**src/dmc_pkg.sv**
```systemverilog
// shared types and constants for the direct-mapped cache lookup
// no dependencies
package dmc_pkg;

  // cache geometry, LINE_COUNT a power of two
  localparam int unsigned LINE_COUNT  = 128;
  localparam int unsigned OFFSET_BITS = 5;

  localparam int unsigned ADDR_W     = 32;
  localparam int unsigned INDEX_BITS = $clog2(LINE_COUNT);
  localparam int unsigned TAG_BITS   = ADDR_W - OFFSET_BITS - INDEX_BITS;

  // widths of the result fields
  localparam int unsigned OFFSET_W = 5;
  localparam int unsigned BLOCK_W  = 27;
  localparam int unsigned INDEX_W  = 7;
  localparam int unsigned TAG_W    = 20;
  localparam int unsigned RDB_W    = 6;
  localparam int unsigned CNT_W    = 32;

  localparam logic [ADDR_W-1:0] LINE_BYTES = ADDR_W'(1) << OFFSET_BITS;

  typedef enum logic [0:0] {
    ST_IDLE,
    ST_LOOKUP
  } state_e;

  // controller to datapath commands
  typedef struct packed {
    logic load;
    logic lookup;
  } dmc_cmd_t;

endpackage

```
**src/dmc_ram.sv**
```systemverilog
// generic single-port-write, single-port-read ram with registered read
// no dependencies
module dmc_ram #(
  parameter int unsigned WIDTH = 8,
  parameter int unsigned DEPTH = 16
) (
  input  logic                     clk_i,
  input  logic                     we_i,
  input  logic [$clog2(DEPTH)-1:0] waddr_i,
  input  logic [WIDTH-1:0]         wdata_i,
  input  logic [$clog2(DEPTH)-1:0] raddr_i,
  output logic [WIDTH-1:0]         rdata_o
);

  logic [WIDTH-1:0] mem_q [DEPTH];
  logic [WIDTH-1:0] rdata_q;

  always_ff @(posedge clk_i) begin
    if (we_i) begin
      mem_q[waddr_i] <= wdata_i;
    end
    rdata_q <= mem_q[raddr_i];
  end

  assign rdata_o = rdata_q;

endmodule

```
**src/dmc_ctrl.sv**
```systemverilog
// controller for the cache lookup: accept in idle, then the lookup state, then back to idle
// depends on dmc_pkg
module dmc_ctrl (
  input  logic              clk_i,
  input  logic              rst_ni,
  input  logic              start_i,
  output logic              busy_o,
  output dmc_pkg::dmc_cmd_t cmd_o
);
  import dmc_pkg::*;

  state_e state_q, state_d;

  always_ff @(posedge clk_i or negedge rst_ni) begin
    if (!rst_ni) begin
      state_q <= ST_IDLE;
    end else begin
      state_q <= state_d;
    end
  end

  always_comb begin
    state_d = state_q;
    case (state_q)
      ST_IDLE: begin
        if (start_i) state_d = ST_LOOKUP;
      end
      ST_LOOKUP: begin
        state_d = ST_IDLE;
      end
      default: state_d = ST_IDLE;
    endcase
  end

  always_comb begin
    busy_o        = 1'b0;
    cmd_o.load    = 1'b0;
    cmd_o.lookup  = 1'b0;
    case (state_q)
      ST_IDLE: begin
        cmd_o.load = start_i;
      end
      ST_LOOKUP: begin
        busy_o       = 1'b1;
        cmd_o.lookup = 1'b1;
      end
      default: begin
        busy_o = 1'b1;
      end
    endcase
  end

endmodule

```
**src/dmc_datapath.sv**
```systemverilog
// datapath: address split, tag ram, valid bits, counters, result registers
// depends on dmc_pkg and dmc_ram
module dmc_datapath (
  input  logic                          clk_i,
  input  logic                          rst_ni,
  input  dmc_pkg::dmc_cmd_t             cmd_i,
  input  logic [dmc_pkg::ADDR_W-1:0]    address_i,
  input  logic                          func_i,
  output logic                          valid_o,
  output logic [dmc_pkg::OFFSET_W-1:0]  byte_offset_o,
  output logic [dmc_pkg::BLOCK_W-1:0]   block_number_o,
  output logic [dmc_pkg::INDEX_W-1:0]   line_index_o,
  output logic [dmc_pkg::TAG_W-1:0]     tag_value_o,
  output logic                          miss_o,
  output logic [dmc_pkg::RDB_W-1:0]     mem_read_bytes_o,
  output logic                          mem_write_bytes_o,
  output logic                          replacement_o,
  output logic [dmc_pkg::TAG_W-1:0]     evicted_tag_o,
  output logic [dmc_pkg::CNT_W-1:0]     access_total_o,
  output logic [dmc_pkg::CNT_W-1:0]     miss_total_o
);
  import dmc_pkg::*;

  logic [ADDR_W-1:0]     addr_q;
  logic                  func_q;
  logic [LINE_COUNT-1:0] valid_q, valid_d;
  logic [CNT_W-1:0]      access_q, access_d;
  logic [CNT_W-1:0]      misses_q, misses_d;
  logic                  res_valid_q;

  logic [OFFSET_W-1:0]   offset_q;
  logic [BLOCK_W-1:0]    block_q;
  logic [INDEX_W-1:0]    index_out_q;
  logic [TAG_W-1:0]      tag_out_q;
  logic                  miss_q;
  logic [RDB_W-1:0]      rdb_q;
  logic                  wrb_q;
  logic                  repl_q;
  logic [TAG_W-1:0]      evict_q;

  logic [INDEX_BITS-1:0] idx;
  logic [TAG_BITS-1:0]   tag;
  logic [TAG_BITS-1:0]   stored_tag;
  logic                  hit;
  logic                  fill;
  logic [ADDR_W-1:0]     offset_w, block_w, index_w, tag_w, evict_w;

  // ram read address follows the input so the tag is ready in the lookup cycle
  dmc_ram #(
    .WIDTH(TAG_BITS),
    .DEPTH(LINE_COUNT)
  ) u_tag_ram (
    .clk_i  (clk_i),
    .we_i   (fill),
    .waddr_i(idx),
    .wdata_i(tag),
    .raddr_i(address_i[OFFSET_BITS +: INDEX_BITS]),
    .rdata_o(stored_tag)
  );

  assign idx  = addr_q[OFFSET_BITS +: INDEX_BITS];
  assign tag  = addr_q[ADDR_W-1 -: TAG_BITS];
  assign hit  = valid_q[idx] && (stored_tag == tag);
  assign fill = cmd_i.lookup && !hit && !func_q;

  assign offset_w = addr_q & (LINE_BYTES - ADDR_W'(1));
  assign block_w  = addr_q >> OFFSET_BITS;
  assign index_w  = ADDR_W'(idx);
  assign tag_w    = ADDR_W'(tag);
  assign evict_w  = ADDR_W'(stored_tag);

  always_comb begin
    valid_d  = valid_q;
    access_d = access_q;
    misses_d = misses_q;
    if (cmd_i.lookup) begin
      access_d = access_q + CNT_W'(1);
      if (!hit) misses_d = misses_q + CNT_W'(1);
      if (fill) valid_d[idx] = 1'b1;
    end
  end

  always_ff @(posedge clk_i or negedge rst_ni) begin
    if (!rst_ni) begin
      valid_q     <= '0;
      access_q    <= '0;
      misses_q    <= '0;
      res_valid_q <= 1'b0;
    end else begin
      valid_q     <= valid_d;
      access_q    <= access_d;
      misses_q    <= misses_d;
      res_valid_q <= cmd_i.lookup;
    end
  end

  always_ff @(posedge clk_i) begin
    if (cmd_i.load) begin
      addr_q <= address_i;
      func_q <= func_i;
    end
    if (cmd_i.lookup) begin
      offset_q    <= offset_w[OFFSET_W-1:0];
      block_q     <= block_w[BLOCK_W-1:0];
      index_out_q <= index_w[INDEX_W-1:0];
      tag_out_q   <= tag_w[TAG_W-1:0];
      miss_q      <= !hit;
      rdb_q       <= fill ? LINE_BYTES[RDB_W-1:0] : '0;
      wrb_q       <= func_q;
      // evicted tag reads zero unless a valid line is overwritten
      repl_q      <= fill && valid_q[idx];
      evict_q     <= (fill && valid_q[idx]) ? evict_w[TAG_W-1:0] : '0;
    end
  end

  assign valid_o           = res_valid_q;
  assign byte_offset_o     = offset_q;
  assign block_number_o    = block_q;
  assign line_index_o      = index_out_q;
  assign tag_value_o       = tag_out_q;
  assign miss_o            = miss_q;
  assign mem_read_bytes_o  = rdb_q;
  assign mem_write_bytes_o = wrb_q;
  assign replacement_o     = repl_q;
  assign evicted_tag_o     = evict_q;
  assign access_total_o    = access_q;
  assign miss_total_o      = misses_q;

endmodule

```
**src/direct_mapped_cache_lookup.sv**
```systemverilog
// top level of the direct-mapped write-through cache tag store
// depends on dmc_pkg, dmc_ctrl and dmc_datapath
//
// usage:
//   a word (address_i, func_i) is taken at a rising edge where start_i is
//   high and busy_o is low. func_i is 0 for a read, 1 for a write.
//   the result word appears on the result ports for exactly one cycle with
//   valid_o high; the receiver cannot stall, so it must take it then.
// sequence:
//   the word is registered and the tag ram is read on the accepting edge;
//   the lookup and update happen in the lookup state, then valid_o is set.
//   busy_o is high only in the lookup state, so a new word can be taken
//   while valid_o is high for the previous one.
// reset:
//   rst_ni clears all valid bits, both running counts and the controller
//   at once; no clearing pass is needed and a word can be taken right after.
//   access_total_o and miss_total_o hold their values between results.
module direct_mapped_cache_lookup (
  input  logic                          clk_i,
  input  logic                          rst_ni,
  input  logic                          start_i,
  output logic                          busy_o,
  input  logic [dmc_pkg::ADDR_W-1:0]    address_i,
  input  logic                          func_i,
  output logic                          valid_o,
  output logic [dmc_pkg::OFFSET_W-1:0]  byte_offset_o,
  output logic [dmc_pkg::BLOCK_W-1:0]   block_number_o,
  output logic [dmc_pkg::INDEX_W-1:0]   line_index_o,
  output logic [dmc_pkg::TAG_W-1:0]     tag_value_o,
  output logic                          miss_o,
  output logic [dmc_pkg::RDB_W-1:0]     mem_read_bytes_o,
  output logic                          mem_write_bytes_o,
  output logic                          replacement_o,
  output logic [dmc_pkg::TAG_W-1:0]     evicted_tag_o,
  output logic [dmc_pkg::CNT_W-1:0]     access_total_o,
  output logic [dmc_pkg::CNT_W-1:0]     miss_total_o
);
  import dmc_pkg::*;

  dmc_cmd_t cmd;

  dmc_ctrl u_ctrl (
    .clk_i  (clk_i),
    .rst_ni (rst_ni),
    .start_i(start_i),
    .busy_o (busy_o),
    .cmd_o  (cmd)
  );

  dmc_datapath u_datapath (
    .clk_i            (clk_i),
    .rst_ni           (rst_ni),
    .cmd_i            (cmd),
    .address_i        (address_i),
    .func_i           (func_i),
    .valid_o          (valid_o),
    .byte_offset_o    (byte_offset_o),
    .block_number_o   (block_number_o),
    .line_index_o     (line_index_o),
    .tag_value_o      (tag_value_o),
    .miss_o           (miss_o),
    .mem_read_bytes_o (mem_read_bytes_o),
    .mem_write_bytes_o(mem_write_bytes_o),
    .replacement_o    (replacement_o),
    .evicted_tag_o    (evicted_tag_o),
    .access_total_o   (access_total_o),
    .miss_total_o     (miss_total_o)
  );

  // an accepted word always moves to the lookup cycle
  a_accept_lookup: assert property (@(posedge clk_i) disable iff (!rst_ni)
    (start_i && !busy_o) |=> busy_o)
    else $error("accepted word did not enter lookup");

  // every lookup cycle yields exactly one result strobe
  a_lookup_result: assert property (@(posedge clk_i) disable iff (!rst_ni)
    busy_o |=> (valid_o && !busy_o))
    else $error("lookup did not produce a result");

  // each result bumps the access count by one
  a_count_step: assert property (@(posedge clk_i) disable iff (!rst_ni)
    (valid_o && $past(rst_ni, 2)) |->
      (access_total_o == $past(access_total_o, 2) + CNT_W'(1)))
    else $error("access count out of step with results");

  // a replacement only comes from a read miss
  a_repl_read_miss: assert property (@(posedge clk_i) disable iff (!rst_ni)
    (valid_o && replacement_o) |-> (miss_o && !mem_write_bytes_o))
    else $error("replacement without a read miss");

endmodule
```
**config.mk**
```make
export PLATFORM = sky130hd
export DESIGN_NAME = direct_mapped_cache_lookup
export DESIGN_NICKNAME = d
export VERILOG_FILES = /design/src/dmc_pkg.sv /design/src/dmc_ram.sv /design/src/dmc_ctrl.sv /design/src/dmc_datapath.sv /design/src/direct_mapped_cache_lookup.sv
export SDC_FILE = /design/constraint.sdc
export NUM_CORES = 2
export LEC_CHECK = 0
export ABC_CLOCK_PERIOD_IN_PS = 4900
export BUFFER_PORTS_ARGS = -buffer_cell sky130_fd_sc_hd__buf_2
export CAP_MARGIN = 20
export CORE_MARGIN = 1.5
export CORE_UTILIZATION = 39
export CTS_BUF_LIST = sky130_fd_sc_hd__clkbuf_4 sky130_fd_sc_hd__clkbuf_8 sky130_fd_sc_hd__clkbuf_16
export DETAILED_ROUTE_END_ITERATION = 12
export GPL_TIMING_DRIVEN = 0
export PLACE_DENSITY = 0.53
export SLEW_MARGIN = 15
export SYNTH_ARGS = -nofsm -noshare
export SYNTH_HDL_FRONTEND = slang
export SYNTH_SLANG_ARGS = --single-unit
```
**constraint.sdc**
```tcl
create_clock -name clk_i -period 4.9 [get_ports clk_i]
set_input_delay 0 -clock clk_i [delete_from_list [all_inputs] [get_ports clk_i]]
set_output_delay 0 -clock clk_i [all_outputs]
set_load 0.01 [all_outputs]
```
==> flow_metrics.tcl <==
set metrics [dict create \
    rows 194 \
    antenna_left 0 \
    hold_depth 2 \
    yosysUniqueCellTypes 55 \
    avgViaCountPerCell 5.50 \
    cp_slowest_stage_delay_ns 0.68 \
    cpMaxStageDelayCell "nor2b_1" \
    min_to "u_datapath.addr_q[10]" \
    cp_max_fo 10 \
    path_clk_slew_ns 0.06 \
    synth_top_area_share_pct 72.4 \
    violations "setup timing" \
    post-route-period-util_pct 100 \
    yosysMostFrequentCell "edfxtp_1" \
    max_freq_mhz 204 \
    dieArea_mm2 0.285 \
    worstMarginPinSlew_ns 1.19 \
    io_pins 190 \
    hold_path.class "in -> reg" \
    root_buffer "clkbuf_16" \
    fp.dieW_um 534 \
    first_global_vias 54500 \
    areaGrowthSynthToFinish_pct 21.2 \
    cellPowerDensity_mw_per_mm2 402 \
    wl_per_cell_um 30.0 \
    path_class "reg -> reg" \
    rsz0062_at_grt "false" \
    worstPathRequired_ns 5.48 \
    netlist_area_mm2 0.110 \
    r2r-end "u_datapath.u_tag_ram.mem_q[34][18]" \
    start_util_pct 39.3 \
    drt_iter0_markers 5453 \
    fin_util_pct 47.6 \
    finalWorstSetupSlack_ns -0.00495 \
    yosys_warnings 0 \
    seqCellArea_mm2 0.0848 \
    numClockSinks 2863 \
    cts_tree "done" \
    grt_overflow 0 \
    finClkSkew_ns 0.0607 \
    place_hpwl_um 200000 \
    htreeDepth 5 \
    hp-start "address_i[10]" \
    drv_slew 0 \
    cp_cell_sequence "buf_2 > nor2b_1 > nand2_2 > o2111ai_1 > o31a_2 > clkinvlp_4 > buf_2 > nand4_1 > buf_4 > buf_6 > nor2_4 > buf_12" \
    syn_avg_cell_area_um2 23.4 \
    multi_input_area_mm2 0.0255 \
    clk_latency_ns 0.87 \
    core_area_mm2 0.280 \
    routed_wl_um 290000 \
    synth_top_area_cell "edfxtp_1" \
    tns_ns -0.0160 \
    n_fill_cell 22900 \
    syn_inst 4694 \
    leakagePower_nw 44.0 \
    async_reset_ff_share_pct 6.78 \
    synth_area_leaders "edfxtp_1 (72%), mux4_2 (17%), dfrtp_1 (4.4%)" \
    grt_pass1_wl_um 412000 \
    drv_cap 0 \
    ff2ff_setup_slack_ns -0.005 \
    ys_ff_latch 2863 \
    antenna_found_initial 27 \
    finalHoldViolations 0 \
    max-slew-margin-rel_pct 20.9 \
    grt_usage_pct 20.2 \
    outcome "finished, violations left" \
    grt_max_degree 88 \
    synth_ff_type "edfxtp_1" \
    synth_commonest_cells "edfxtp_1 (2649), mux4_2 (848), dfrtp_1 (194)" \
    path_common_cell "buf_2" \
    routabilityCongestion 1.00 \
    cts_max_path_buffers 4 \
    fp.dieH_um 534 \
    fin_crit_ns 4.90 \
    finalSetupViolations 8 \
    r2r_cells 12 \
    setup.worst_path.start_class "register" \
    numCtsBuffers 312 \
    pre_cts_ws_ns -0.895 \
    drive_gt1_share_pct 39.4 \
    route.detailed.drc 0 \
    num_vias 53200 \
    peakVddDrop_v 0.000299 \
    rr_startpoint "u_datapath.addr_q[8]" \
    firstDrtPassIters 8 \
    worstSetupEndpointType "register" \
    final_nets 5737 \
    crit_arrival_ns 5.48 \
    ys_seq_area_share_pct 77.2 \
    synth_edf_count 2649 \
    port_buffers 184 \
]
==> repair_timing <==
item | in CTS | in global routing
hold buffers | 68 | 0
gates cloned | 18 | 0
setup endpoints to repair | 1415 | 387
pin swaps | 34 | 1
buffers inserted | 30 | 6
gates resized for setup | 52 | 19
hold endpoints to repair | 280 | 0
==> cell families (layout without fill, tap and decap cells) <==
| kind of cell | count (synthesis) | in the layout | synth area share (%) |
|---|---|---|---|
| adder cells (fa/ha/maj) | 2 | 2 | 0.0228 |
| buffers and inverters | 288 | 1516 | 1.22 |
| AO/OA/AOI/OAI | 93 | 93 | 0.604 |
| XOR/XNOR | 81 | 81 | 0.646 |
| other | 1 | 15 | 0.00341 |
| multiplexers | 903 | 903 | 17.9 |
| flip-flops | 2863 | 2863 | 77.2 |
| AND/OR/NAND/NOR | 463 | 481 | 2.36 |
==> power by group <==
group | internal (mW) | switching, mW
logic | 1.27 | 1.84
registers | 26.9 | 0.217
clock network | 13.8 | 9.44
==> flip-flops by register name, indices dropped and copies added (netlist names), 5 cells and up <==
name / flops
u_datapath.u_tag_ram.mem_q: 2560
u_datapath.u_tag_ram.rdata_o: 20
u_datapath.line_index_o: 6
u_datapath.evicted_tag_o: 20
u_datapath.miss_total_o: 32
u_datapath.access_total_o: 32
u_datapath.valid_q: 128
u_datapath.tag_value_o: 20
u_datapath.addr_q: 32
u_datapath.byte_offset_o: 5
==> metal layers <==
layer | vias to the layer above | routed length (µm) | track usage [%]
met5 | - | 253 | 0
met4 | 2 | 6940 | 4.78
met3 | 373 | 18800 | 3.57
met2 | 1800 | 133000 | 30.9
met1 | 29000 | 130000 | 30.2
li1 | 22100 | - | -
==> metrics by stage <==
| step | area [µm²] | instances | hold WS, ns | power, mW |
|---|---|---|---|---|
| floorplan | 110000 | 4698 | -0.296 | 29.2 |
| global placement | 116000 | 8606 | 0.177 | 30.5 |
| detailed placement | 121000 | 8985 | -0.109 | 30.7 |
| CTS | 133000 | 9660 | 0.00873 | 53.9 |
| global route | 133000 | 9669 | 0.0118 | 55.0 |
| finish | 133000 | 9678 | 0.0448 | 53.4 |
==> final cells by class <==
cell class,count,share of cell area [%]
clock inverters,152,0.990
clock buffers,407,6.62
inverters,6,0.0197
plain buffers,282,1.04
diodes,10,0.0188
well taps,3724,3.50
flip-flops and latches,2863,63.7
multi-input cells,1565,19.2
repair buffers,669,4.89
==> worst max-delay path, delay by kind of cell (launching register included) <==
family | cells | cell delay (ns)
compound gates | 2 | 0.79
simple gates | 4 | 1.51
flops | 1 | 0.57
buf+inv | 6 | 1.67
==> cells in the final DEF, fill, tap and decap left out, types with 84 or more instances in the layout <==
cell	n
dfrtp_1	193
clkbuf_16	323
clkbuf_1	112
mux4_2	848
edfxtp_1	2649
buf_4	100
buf_6	135
buf_2	333
buf_8	103
nor4_4	84
==> worst max-delay path by stage <==
stage / from / to / depth (start not counted)
final: u_datapath.addr_q[8] / u_datapath.u_tag_ram.mem_q[34][18] / 12
after detailed placement: u_datapath.addr_q[7] / u_datapath.u_tag_ram.mem_q[20][19] / 11
after global routing: u_datapath.addr_q[6] / u_datapath.u_tag_ram.mem_q[124][18] / 12
after global placement: u_datapath.addr_q[18] / u_datapath.u_tag_ram.mem_q[102][17] / 8
after CTS: u_datapath.addr_q[7] / u_datapath.u_tag_ram.mem_q[92][4] / 14
after floorplan: u_datapath.addr_q[20] / u_datapath.u_tag_ram.mem_q[56][0] / 8
Power figures use the tool's default switching activity.
